`config.mk`:
```
export PLATFORM = sky130hd
export DESIGN_NAME = ppp_queue
export DESIGN_NICKNAME = d
export VERILOG_FILES = /design/src/ppp_pkg.sv /design/src/ppp_queue.sv
export SDC_FILE = /design/constraint.sdc
export NUM_CORES = 1
export LEC_CHECK = 0
export BUFFER_PORTS_ARGS = -buffer_cell sky130_fd_sc_hd__buf_2
export CORE_UTILIZATION = 39
export CTS_CLUSTER_SIZE = 16
export DETAILED_ROUTE_END_ITERATION = 16
export GPL_ROUTABILITY_DRIVEN = 0
export SYNTH_ARGS = -nofsm -noshare
export SYNTH_HDL_FRONTEND = slang
export SYNTH_SLANG_ARGS = --single-unit
```
`constraint.sdc`:
```
create_clock -name i_clk -period 7.05 [get_ports i_clk]
set_clock_uncertainty 0.1 [all_clocks]
set_input_delay 0.705 -clock i_clk [delete_from_list [all_inputs] [get_ports i_clk]]
set_output_delay 0.705 -clock i_clk [all_outputs]
set_load 0.05 [all_outputs]
```
`src/ppp_pkg.sv`:
```
// Shared types, codes and constants for the perspective point projector.
package ppp_pkg;

    // Default number of fraction bits in every fixed-point word.
    localparam int FRAC_BITS_DEF = 16;

    // Quotient width of the ratio x/w; w is at least 0.1, so |x/w| < 2^35.
    localparam int QUO_W = 35;

    // Reset values of the viewport size registers.
    localparam logic [13:0] WIDTH_RST  = 14'd1024;
    localparam logic [13:0] HEIGHT_RST = 14'd768;

    // Command codes.
    typedef enum logic {
        CMD_LOAD    = 1'b0,
        CMD_PROJECT = 1'b1
    } t_cmd;

    // Configuration register indexes.
    typedef enum logic {
        CFG_WIDTH  = 1'b0,
        CFG_HEIGHT = 1'b1
    } t_cfg_idx;

    // One classified command word as it travels through the queue.
    typedef struct packed {
        t_cmd        cmd;
        logic [3:0]  idx;
        logic [31:0] val;
        logic [31:0] px;
        logic [31:0] py;
        logic [31:0] pz;
    } t_item;

endpackage

```
`src/ppp_queue.sv`:
```
// Two-entry queue between the front end and the projection pipeline.
module ppp_queue import ppp_pkg::*; (
    input  logic  i_clk,
    input  logic  i_rst_n,
    input  logic  i_push,
    input  t_item i_item,
    output logic  o_full,
    output logic  o_valid,
    input  logic  i_pop,
    output t_item o_item
);

    t_item       r_mem [0:1];
    logic        r_wp;
    logic        r_rp;
    logic [1:0]  r_cnt;
    logic        do_pop;

    assign o_full  = (r_cnt == 2'd2);
    assign o_valid = (r_cnt != 2'd0);
    assign do_pop  = i_pop && o_valid;
    assign o_item  = r_mem[r_rp];

    // Pointers and fill count.
    always_ff @(posedge i_clk) begin
        if (!i_rst_n) begin
            r_wp  <= 1'b0;
            r_rp  <= 1'b0;
            r_cnt <= 2'd0;
        end else begin
            if (i_push) begin
                r_wp <= ~r_wp;
            end
            if (do_pop) begin
                r_rp <= ~r_rp;
            end
            if (i_push && !do_pop) begin
                r_cnt <= r_cnt + 2'd1;
            end else if (!i_push && do_pop) begin
                r_cnt <= r_cnt - 2'd1;
            end
        end
    end

    // Entry storage.
    always_ff @(posedge i_clk) begin
        if (i_push) begin
            r_mem[r_wp] <= i_item;
        end
    end

`ifndef SYNTHESIS
    a_cnt_range: assert property (@(posedge i_clk) disable iff (!i_rst_n)
        r_cnt != 2'd3) else $error("queue count out of range");
    a_no_overfill: assert property (@(posedge i_clk) disable iff (!i_rst_n)
        o_full && !do_pop |-> !i_push) else $error("push into full queue");
    a_ptr_match: assert property (@(posedge i_clk) disable iff (!i_rst_n)
        (r_cnt == 2'd0 || r_cnt == 2'd2) |-> r_wp == r_rp)
        else $error("queue pointers disagree with count");
`endif

endmodule

```
==> results_dict.tcl <==
set metrics [dict create \
    cts_setup_buffers 0 \
    antenna_found_initial 3 \
    grt_use_met3 0.0435 \
    rows 58 \
    maxCapViolations 0 \
    period_share 0.480 \
    initial_core_util 0.399 \
    placed_cell_area_sq_um 11800 \
    htreeDepth 1 \
    cts_tree "yes" \
    vias 5009 \
    muxShareOfSynthArea 0.174 \
    busiest_layer "met2" \
    grt_util_met1 0.163 \
    ys_top_cells_by_area "edfxtp_1, mux2_4, mux2_2, buf_6, dfxtp_1" \
    drive_gt1_frac 0.605 \
    cts_buffers 29 \
    setup_tns_ns 0 \
    dieWidth_um 163 \
    crit_type "flop to output port" \
    synth_top_area_share 0.791 \
    timing.final.crit_period_ns 3.38 \
    r2r-start "r_wp$_SDFFE_PN0P_" \
    multi_input_area_sq_um 1890 \
    hold_viol 0 \
    grt_setup_unrepaired "no" \
    synth_nets 574 \
    ant_nets 0 \
    cp_max_fo 64 \
    power_density_nw_per_um2 392 \
    nets 866 \
    synth_top_family_by_area "multiplexers" \
    wl_per_cell_um 17.5 \
    wl_um 18900 \
    clock-sinks 271 \
    gr-total-overflow 0 \
    status "finished clean" \
    cts_root_buf "clkbuf_16" \
    die_area_sq_um 26500 \
    synthMostInstantiatedCell "edfxtp_1" \
    cts_resized 0 \
    vias_per_cell 4.63 \
    fp.dieH_um 163 \
    worst_slew_pin_slew_ns 1.19 \
    cts_max_path_buffers 3 \
    synth_compound_area_frac 0.00248 \
    ys_ff_latch 271 \
    area_delta_synth_final_pct 25.8 \
    synth_warnings 0 \
    p_leak_nw 4.87 \
    dp_hpwl_um 12400 \
    synth_cells 436 \
    ys_top_cells_by_count "edfxtp_1, mux2_4, mux2_2, buf_6, buf_2" \
    fmax_mhz 296 \
    async_reset_ff_frac 0 \
    endpoint "o_item[12]" \
    critPathLaunchType "flop" \
    grt_pass1_vias 5196 \
    core-area_sq_um 25300 \
    grt_max_degree 84 \
    critPathCaptureType "output port" \
    synth_fa_ha_area_frac 0.00124 \
    grt_util_met2 0.229 \
    stdcell_area_sq_um 12700 \
    r2r_cells 2 \
    ir_drop_mv 0.250 \
    post_synth_num_cell_types 17 \
    dominantRegCellSynth "edfxtp_1" \
    io_pins 272 \
    clock_latency_ns 0.52 \
    grt_pass1_wl_um 27400 \
    first_pass_iters 4 \
    yosys.area_share.xor_xnor 0.00260 \
    p_total_mw 4.98 \
    port_buffers 271 \
    hold_class "primary input to flop" \
    synth_edf_count 266 \
    arrival_ns 2.58 \
    syn_area_sq_um 10100 \
    syn_avg_cell_area_sq_um 23.2 \
    slew_headroom 0.208 \
    drc 0 \
    yosys.area_share.simple 0.00557 \
    yosysTopAreaCell "edfxtp_1" \
    cts.hold.buffers_added 0 \
    track_usage 0.135 \
    critical_path_required_ns 6.24 \
    ys_seq_area_frac 0.801 \
    clkSlewWorstSetupHoldPaths_ns 0.06 \
    fillCellCount 2154 \
    ff_latch_area_sq_um 8090 \
    r2r_slack_ns 4.45 \
    rr_endpoint "r_mem[1][42]$_DFFE_PP_" \
    drtIter0Drc 249 \
    report.final.slew_viol_count 0 \
    setup_viol 0 \
]
how the worst min path moves through the flow:
stage | from | end | slack, ns | depth (start not counted)
CTS | i_item[78] | r_mem[1][78]$_DFFE_PP_ | 0.23 | 1
floorplan | r_cnt[1]$_SDFFE_PN0P_ | r_cnt[1]$_SDFFE_PN0P_ | 0.37 | 2
global route | i_item[78] | r_mem[1][78]$_DFFE_PP_ | 0.23 | 1
finish | i_item[30] | r_mem[0][30]$_DFFE_PP_ | 0.26 | 1
detailed placement | r_cnt[1]$_SDFFE_PN0P_ | r_cnt[1]$_SDFFE_PN0P_ | 0.43 | 2
global placement | r_cnt[1]$_SDFFE_PN0P_ | r_cnt[1]$_SDFFE_PN0P_ | 0.39 | 2
cells in the final DEF, fill, tap and decap left out, types with 2 or more instances in the layout:
cell       Yosys  final
dfxtp_1        5      4
buf_2          6    271
edfxtp_1     266    266
clkinv_1       0      5
clkinv_2       0      6
buf_4          0      5
mux2_2        63     63
bufinv_16      0      3
inv_6          0      2
and2_1         4      3
clkbuf_16      0     29
xnor2_1        2      2
clkbuf_1       0      7
nor2b_1        3      2
mux2_4        70     70
per-layer routing:
metal	share of wire	up-vias
li1	-	2317
met1	0.41	2453
met2	0.48	197
met3	0.086	40
met4	0.023	2
met5	0.00069	-
where the power goes:
part / switching (mW) / total [mW] / internal [mW]
clock network: 0.584 / 1.45 / 0.865
logic: 1.10 / 1.61 / 0.512
registers: 0.0461 / 1.92 / 1.87
kinds of logic after synthesis:
| kind of cell | after synthesis |
|---|---|
| muxes | 133 |
| xor gates and xnor gates | 3 |
| buffers and inverters | 15 |
| and+or+nand+nor | 9 |
| DFF | 271 |
| adders and majority gates | 1 |
| AOI/OAI and AO/OA | 4 |
state kept, by name (all words and copies together) (netlist names), named ones only:
signal and flops:
r_cnt 2, r_mem 266, r_rp 1, r_wp 1
worst max-delay path: stages, from the launching register on:
cell and delay (ns):
dfxtp_4 0.54, buf_4 0.78, mux2_2 0.43, buf_2 0.21
per-stage QoR:
step / std cells / utilization / hold WS, ns / setup WS [ns]
2_1_floorplan: 436 / - / 0.374 / 2.32
3_3_place_gp: 1027 / 0.465 / 0.387 / 4.05
3_5_place_dp: 1027 / 0.465 / 0.425 / 3.98
4_1_cts: 1080 / 0.502 / 0.229 / 3.62
5_1_grt: 1080 / 0.502 / 0.231 / 3.54
6_report: 1081 / 0.502 / 0.260 / 3.67
final cells by class:
type / count / share of cell area
timing repair buffer: 276 / 0.110
sequential: 271 / 0.637
tap: 330 / 0.0325
multi-input combinational: 150 / 0.149
antenna: 1 / 0.000197
clock inverter: 17 / 0.0129
clock buffer: 36 / 0.0592
(Power assumes the default switching activity.)
