<file path="src/ppp_pkg.sv">
// Shared types, codes and constants for the perspective point projector.
package ppp_pkg;

    // Default number of fraction bits in every fixed-point word.
    localparam int FRAC_BITS_DEF = 16;

    // Quotient width of the ratio x/w; w is at least 0.1, so |x/w| < 2^35.
    localparam int QUO_W = 35;

    // Reset values of the viewport size registers.
    localparam logic [13:0] WIDTH_RST  = 14'd1024;
    localparam logic [13:0] HEIGHT_RST = 14'd768;

    // Command codes.
    typedef enum logic {
        CMD_LOAD    = 1'b0,
        CMD_PROJECT = 1'b1
    } t_cmd;

    // Configuration register indexes.
    typedef enum logic {
        CFG_WIDTH  = 1'b0,
        CFG_HEIGHT = 1'b1
    } t_cfg_idx;

    // One classified command word as it travels through the queue.
    typedef struct packed {
        t_cmd        cmd;
        logic [3:0]  idx;
        logic [31:0] val;
        logic [31:0] px;
        logic [31:0] py;
        logic [31:0] pz;
    } t_item;

endpackage

</file>
<file path="src/ppp_front.sv">
// Front end: takes command words and holds one classified word for the queue.
module ppp_front import ppp_pkg::*; (
    input  logic        i_clk,
    input  logic        i_rst_n,
    input  logic        i_start,
    input  logic        i_command,
    input  logic [3:0]  i_coef_index,
    input  logic [31:0] i_coef_value,
    input  logic [31:0] i_point_x,
    input  logic [31:0] i_point_y,
    input  logic [31:0] i_point_z,
    output logic        o_busy,
    input  logic        i_q_full,
    output logic        o_push,
    output t_item       o_item
);

    logic  r_valid;
    t_item r_item;
    logic  take;

    // The held word leaves whenever the queue has room.
    assign o_push = r_valid && !i_q_full;
    assign o_busy = r_valid && i_q_full;
    assign take   = i_start && !o_busy;
    assign o_item = r_item;

    // Valid flag of the holding register.
    always_ff @(posedge i_clk) begin
        if (!i_rst_n) begin
            r_valid <= 1'b0;
        end else if (take) begin
            r_valid <= 1'b1;
        end else if (o_push) begin
            r_valid <= 1'b0;
        end
    end

    // Classify the word: a load keeps only the coefficient, a projection only the point.
    always_ff @(posedge i_clk) begin
        if (take) begin
            r_item.cmd <= t_cmd'(i_command);
            if (t_cmd'(i_command) == CMD_LOAD) begin
                r_item.idx <= i_coef_index;
                r_item.val <= i_coef_value;
                r_item.px  <= '0;
                r_item.py  <= '0;
                r_item.pz  <= '0;
            end else begin
                r_item.idx <= '0;
                r_item.val <= '0;
                r_item.px  <= i_point_x;
                r_item.py  <= i_point_y;
                r_item.pz  <= i_point_z;
            end
        end
    end

endmodule

</file>
<file path="config.mk">
export PLATFORM = sky130hd
export DESIGN_NAME = ppp_front
export DESIGN_NICKNAME = d
export VERILOG_FILES = /design/src/ppp_pkg.sv /design/src/ppp_front.sv
export SDC_FILE = /design/constraint.sdc
export NUM_CORES = 1
export LEC_CHECK = 0
export BUFFER_PORTS_ARGS = -buffer_cell sky130_fd_sc_hd__buf_2
export CORE_MARGIN = 2
export CORE_UTILIZATION = 44
export DETAILED_ROUTE_END_ITERATION = 10
export GPL_TIMING_DRIVEN = 0
export PLACE_DENSITY_LB_ADDON = 0.05
export SLEW_MARGIN = 15
export SYNTH_ARGS = -nofsm -noshare
export SYNTH_HDL_FRONTEND = slang
export SYNTH_SLANG_ARGS = --single-unit
export TNS_END_PERCENT = 50
</file>
<file path="constraint.sdc">
create_clock -name i_clk -period 11.57 [get_ports i_clk]
set_input_delay 2.314 -clock i_clk [delete_from_list [all_inputs] [get_ports i_clk]]
set_output_delay 2.314 -clock i_clk [all_outputs]
set_load 0.01 [all_outputs]
</file>
==> flow_summary.json, run 1 <==
{
  "globalRouteMet2Util_pct": 31.8,
  "synthDominantCellAreaShare_pct": 80.8,
  "p_switching_mw": 0.262,
  "synth_warnings": 0,
  "reg2reg_from": "r_valid$_SDFFE_PN0P_",
  "drv_cap": 0,
  "yosysMostFrequentCell": "edfxtp_1",
  "grt_max_degree": 32,
  "dp_hpwl_um": 8740,
  "grt_setup_unrepaired": "false",
  "power_density_nw_per_um2": 174,
  "worstMarginPinSlew_ns": 0.804,
  "start_util_pct": 45.4,
  "numCtsBuffers": 17,
  "dieArea_um2": 12100,
  "peakVddDrop_uv": 102,
  "yosys.area.top_type": "edfxtp_1",
  "clock_sinks": 134,
  "rows": 38,
  "ys_top_cells_by_count": "133 x edfxtp_1, 97 x and2_1, 38 x nor2b_1",
  "cts_htree_levels": 4,
  "via_per_inst": 4.49,
  "crit_required_ns": 9.26,
  "core-area_um2": 10900,
  "io_buffers": 271,
  "dpl_worst_slack_ns": 6.50,
  "ioPinCount": 272,
  "power.share.clock_pct": 45.1,
  "finalCriticalPeriod_ns": 5.07,
  "r2r_cells": 4,
  "die_y_um": 110,
  "fin_crit_sh_pct": 43.8,
  "vias": 3288,
  "grt.total_usage_pct": 18.9,
  "p_comb_share_pct": 8.9,
  "met3_usage_pct": 12.2,
  "crit_path_max_fanout": 3,
  "status": "complete, no violations",
  "critPathArrivalTime_ns": 2.75,
  "totalPowerFinal_mw": 1.25,
  "routed_wl_um": 11600,
  "wl_per_cell_um": 15.9,
  "clk_latency_ns": 0.52,
  "clock_path_buffers": 2,
  "drive_gt1_share_pct": 53.2,
  "postSynthAreaPerCell_um2": 17.4,
  "rr_endpoint": "o_item[94]$_SDFFCE_PN0P_",
  "antenna_left": 0,
  "syn-instance-count": 284,
  "p_int_mw": 0.993,
  "clock-root-buffer": "clkbuf_8",
  "setup_tns_ns": 0,
  "area_growth_pct": 45.6,
  "synth_seq_area_share_pct": 81.2,
  "cp-start-kind": "input pin",
  "synth_fp_nets": 421,
  "route.detailed.drc": 0,
  "hp-start": "r_valid$_SDFFE_PN0P_",
  "overflow": 0,
  "ys_async_sr_fraction_pct": 0,
  "drt_iter0_markers": 75,
  "cts-resized-gates": 0,
  "grtUsageMet1_pct": 18.5,
  "grt_pass1_vias": 3246,
  "synthFlopType": "edfxtp_1",
  "relSlewSlack_pct": 46.3,
  "drt_pass1_iterations": 4,
  "synth_edf_count": 133,
  "fillers": 844,
  "min_to": "r_valid$_SDFFE_PN0P_",
  "synthTopCellsByArea": "edfxtp_1 81%, and2_1 12%, nor2b_1 4.8%, buf_4 0.91%, dfxtp_1 0.40%",
  "max_freq_mhz": 197,
  "ys_seq_elements": 134,
  "synth_cell_types": 8,
  "post-cts-setup-buffers": 0,
  "hold_depth": 2,
  "critPathCaptureType": "output port",
  "clk_pin_slew_ns": 0.06,
  "reg2reg_setup_slack_ns": 9.61,
  "p_sw_share_pct": 20.8,
  "final-hold-violation-count": 0,
  "top_usage_layer": "met2",
  "antenna_found_initial": 2,
  "final_util_pct": 66.1,
  "ctsHoldBuffers": 0,
  "netlist_area_um2": 4940,
  "cts_tree": "done",
  "min_path_type": "reg -> reg",
  "path_class": "in -> out",
  "p_leak_nw": 3.17,
  "grt_pass1_wl_um": 16000,
  "setup_slack_ns": 6.50,
  "finalSetupViolCount": 0,
  "gp_congestion": 0.760,
  "slew_viol_final": 0,
  "share_seq_of_total_power_pct": 46.1,
  "nNetsFinal": 715,
  "die_x_um": 110,
  "finalClockSkew_ns": 0.00958
}
-- cell type report --
type                       instances  area, um^2  share of cell area [%]
multi-input combinational        136         860                    11.9
buffer                            14        78.8                    1.10
antenna                            2        5.00                  0.0695
tap                              140         175                    2.43
timing repair buffer             275        1440                    20.1
clock buffer                      17         414                    5.75
clock inverter                    14         208                    2.89
sequential                       134        4010                    55.8
-- worst max-delay path by stage --
stage               startpoint                        to  depth (start not counted)  slack, ns
floorplan             i_q_full   o_item[0]$_SDFFCE_PN0P_                          2       2.54
global placement      i_q_full  o_item[77]$_SDFFCE_PN0P_                          3       0.20
detailed placement    i_q_full                    o_busy                          3       6.50
CTS                   i_q_full                    o_busy                          3       6.50
global route          i_q_full                    o_busy                          3       6.46
finish                i_q_full                    o_busy                          3       6.50
-- registers in the layout, indices dropped and copies added (netlist names) --
| name | cells |
|---|---|
| o_item | 133 |
| r_valid | 1 |
-- placed cells by master (no fill, tap or decap), drive strengths merged --
cell,synthesis,routed
bufinv,0,5
clkinv,0,5
o21a,1,1
inv,0,1
clkbuf,5,22
diode,0,2
clkinvlp,0,3
edfxtp,133,133
dfxtp,1,1
and2,97,97
nor2b,38,38
buf,9,284
-- through the flow --
stage	instance area [um^2]	hold slack (ns)	instances
5_1_grt	7200	0.717	732
4_1_cts	7190	0.670	730
3_5_place_dp	6570	0.654	699
2_1_floorplan	4940	0.631	284
6_report	7200	0.664	732
3_3_place_gp	6480	0.574	695
-- critical path, stage by stage --
cell	delay (ns)
buf_2	0.10
and2_1	0.19
buf_2	0.15
-- power by group through the flow --
stage                     Combinational, mW  Sequential [mW]  Clock [mW]
final                                 0.111            0.578       0.565
after global routing                  0.122            0.581       0.596
after CTS                             0.113            0.579       0.575
after detailed placement              0.113            0.588           0
after global placement                0.106            0.595           0
after floorplan                      0.0294            0.612           0
-- cell families (layout without fill, tap and decap cells) --
group | Yosys count | count (layout) | share of synthesized area (%)
AND/OR/NAND/NOR | 135 | 135 | 17.1
flip-flops | 134 | 134 | 81.2
buffers and inverters | 14 | 320 | 1.59
AO/OA/AOI/OAI | 1 | 1 | 0.152
other | 0 | 2 | 0
-- per-layer routing --
| metal | wire length (um) | vias up | share of wire [%] |
|---|---|---|---|
| met5 | 0 | - | 0 |
| met4 | 148 | 0 | 1.3 |
| met3 | 1620 | 10 | 14 |
| met2 | 5910 | 180 | 51 |
| met1 | 3950 | 1515 | 34 |
| li1 | - | 1583 | - |
No activity file was read; power rests on OpenSTA's default activity.
==> run 2: changes to the inputs <==
==> constraint.sdc (replaced) <==
create_clock -name i_clk -period 4.82 [get_ports i_clk]
set_input_delay 0.964 -clock i_clk [delete_from_list [all_inputs] [get_ports i_clk]]
set_output_delay 0.964 -clock i_clk [all_outputs]
set_load 0.01 [all_outputs]
==> run 2 against run 1 <==
Compared with the run above:
- sequential power rose by 140%
- combinational power rose by 140%
- first-iteration DRC count rose by 100%
- clock skew fell by 0.0027 ns
- worst setup slack got worse by 4.1 ns
- via count fell by 0.97%
- final area rose by 0.56%
- largest cell class unchanged
==> flow_summary.json, run 2 (synthesis gave the netlist of run 1 again) <==
{
  "status": "complete, no violations",
  "place_inst": 700,
  "max_freq_mhz": 422,
  "rows": 38,
  "nNetsFinal": 716,
  "drt_pass1_iterations": 6,
  "slew_viol_final": 0,
  "final-hold-violation-count": 0,
  "grt.total_usage_pct": 19.2,
  "core-area_um2": 10900,
  "cp-start-kind": "input pin",
  "finalNonFillerCells": 732,
  "path_class": "in -> out",
  "relSlewSlack_pct": 70.1,
  "route.detailed.drc": 0,
  "dieArea_um2": 12100,
  "largest_reg_flops": 133,
  "p_leak_nw": 3.20,
  "ioPinCount": 272,
  "drt_iter0_markers": 153,
  "via_per_inst": 4.45,
  "clock_path_buffers": 2,
  "p_sw_share_pct": 20.0,
  "finalClockSkew_ns": 0.00691,
  "clock-root-buffer": "clkbuf_8",
  "wl_per_cell_um": 16.0,
  "crit_path_max_fanout": 3,
  "drive_gt1_share_pct": 53.2,
  "p_switching_mw": 0.607,
  "cp_slowest_cell": "and2_1",
  "routed_wl_um": 11700,
  "worstMarginPinSlew_ns": 0.448,
  "totalPowerFinal_mw": 3.04,
  "setup_tns_ns": 0,
  "overflow": 0,
  "grt_max_degree": 31,
  "placedInstanceArea_um2": 6600,
  "antenna_cells": 0,
  "met3_usage_pct": 9.82,
  "p_comb_share_pct": 8.9,
  "top_usage_layer": "met2",
  "cts_htree_levels": 4,
  "critPathArrivalTime_ns": 1.41,
  "fin_crit_sh_pct": 49.2,
  "finalCriticalPeriod_ns": 2.37,
  "ctsHoldBuffers": 0,
  "share_seq_of_total_power_pct": 45.7,
  "clk_pin_slew_ns": 0.06,
  "vias": 3256,
  "power.share.clock_pct": 45.4,
  "area_growth_pct": 46.4,
  "crit_required_ns": 3.86,
  "die_x_um": 110,
  "fillers": 850,
  "gp_congestion": 0.725,
  "path_cells": "buf_2 -> and2_1 -> buf_2",
  "numCtsBuffers": 17,
  "dp_hpwl_um": 8980,
  "critPathMostFrequentCell": "buf_2",
  "start_util_pct": 45.4,
  "antenna_left": 0,
  "finalSetupViolCount": 0,
  "grt_setup_unrepaired": "false",
  "grt_pass1_wl_um": 16600,
  "clock_sinks": 134,
  "critPathCaptureType": "output port",
  "cts_tree": "done",
  "grtUsageMet1_pct": 20.3,
  "cts-resized-gates": 0,
  "final_common_cell": "buf_2",
  "drv_cap": 0,
  "antenna_found_initial": 1,
  "post-cts-setup-buffers": 0,
  "grt_pass1_vias": 3254,
  "postLayoutCellArea_um2": 7240,
  "io_buffers": 271,
  "final_cell_mix": "274 x buf_2, 133 x edfxtp_1, 97 x and2_1, 37 x nor2b_1, 16 x clkbuf_16",
  "peakVddDrop_uv": 234,
  "globalRouteMet2Util_pct": 32.2,
  "cpPeakStageDelay_ns": 0.19,
  "power_density_nw_per_um2": 420,
  "clk_latency_ns": 0.51,
  "p_int_mw": 2.43,
  "min_path_type": "in -> reg",
  "final_util_pct": 66.5,
  "die_y_um": 110
}
-- run 2: changes by cell type in the layout (fill, tap and decap cells not counted) --
cell,delta
diode_2,-2
buf_16,+1
clkinv_2,+1
clkbuf_1,+3
clkinv_1,-2
clkbuf_8,+3
clkinv_4,-1
clkinvlp_4,-2
inv_6,-1
-- run 2: critical path: cells and delay by family --
| family | cells | cell delay [ns] |
|---|---|---|
| and+or+nand+nor | 1 | 0.19 |
| buffers and inverters | 2 | 0.25 |
-- run 2: layer usage --
layer  up-vias  wire length, um  part of all wire [%]
met4         2              267                   2.3
met5         -               13                  0.11
met1      1472             4060                    35
met3        24             1570                    13
li1       1586                -                     -
met2       172             5790                    49
-- run 2: worst paths after layout --
path / startpoint / endpoint / slack, ns / depth (start not counted)
setup reg to reg: r_valid$_SDFFE_PN0P_ / o_item[84]$_SDFFCE_PN0P_ / 2.80 / 6
hold / removal: i_rst_n / r_valid$_SDFFE_PN0P_ / 0.66 / 2
hold reg to reg: r_valid$_SDFFE_PN0P_ / r_valid$_SDFFE_PN0P_ / 0.68 / 2
setup / recovery: i_q_full / o_busy / 2.45 / 3
-- run 2: area by class of cell --
class,count,area [um^2],area share (%)
plain buffers,14,78.8,1.09
well taps,140,175,2.42
clock inverters,9,173,2.39
repair buffers,276,1470,20.3
multi-input cells,136,860,11.9
clock buffers,23,467,6.45
flip-flops and latches,134,4010,55.5
-- run 2: metrics by stage --
stage,setup slack [ns],hold WS [ns]
after floorplan,1.21,0.685
after global placement,0.429,0.632
after detailed placement,1.97,0.671
after CTS,2.45,0.642
after global routing,2.42,0.647
final,2.45,0.663
-- run 2: power by group through the flow --
stage	Sequential (mW)	Clock [mW]	Combinational (mW)
after floorplan	1.46	0	0.0715
after global placement	1.42	0	0.256
after detailed placement	1.41	0	0.276
after CTS	1.39	1.41	0.277
after global routing	1.40	1.45	0.299
final	1.39	1.38	0.271
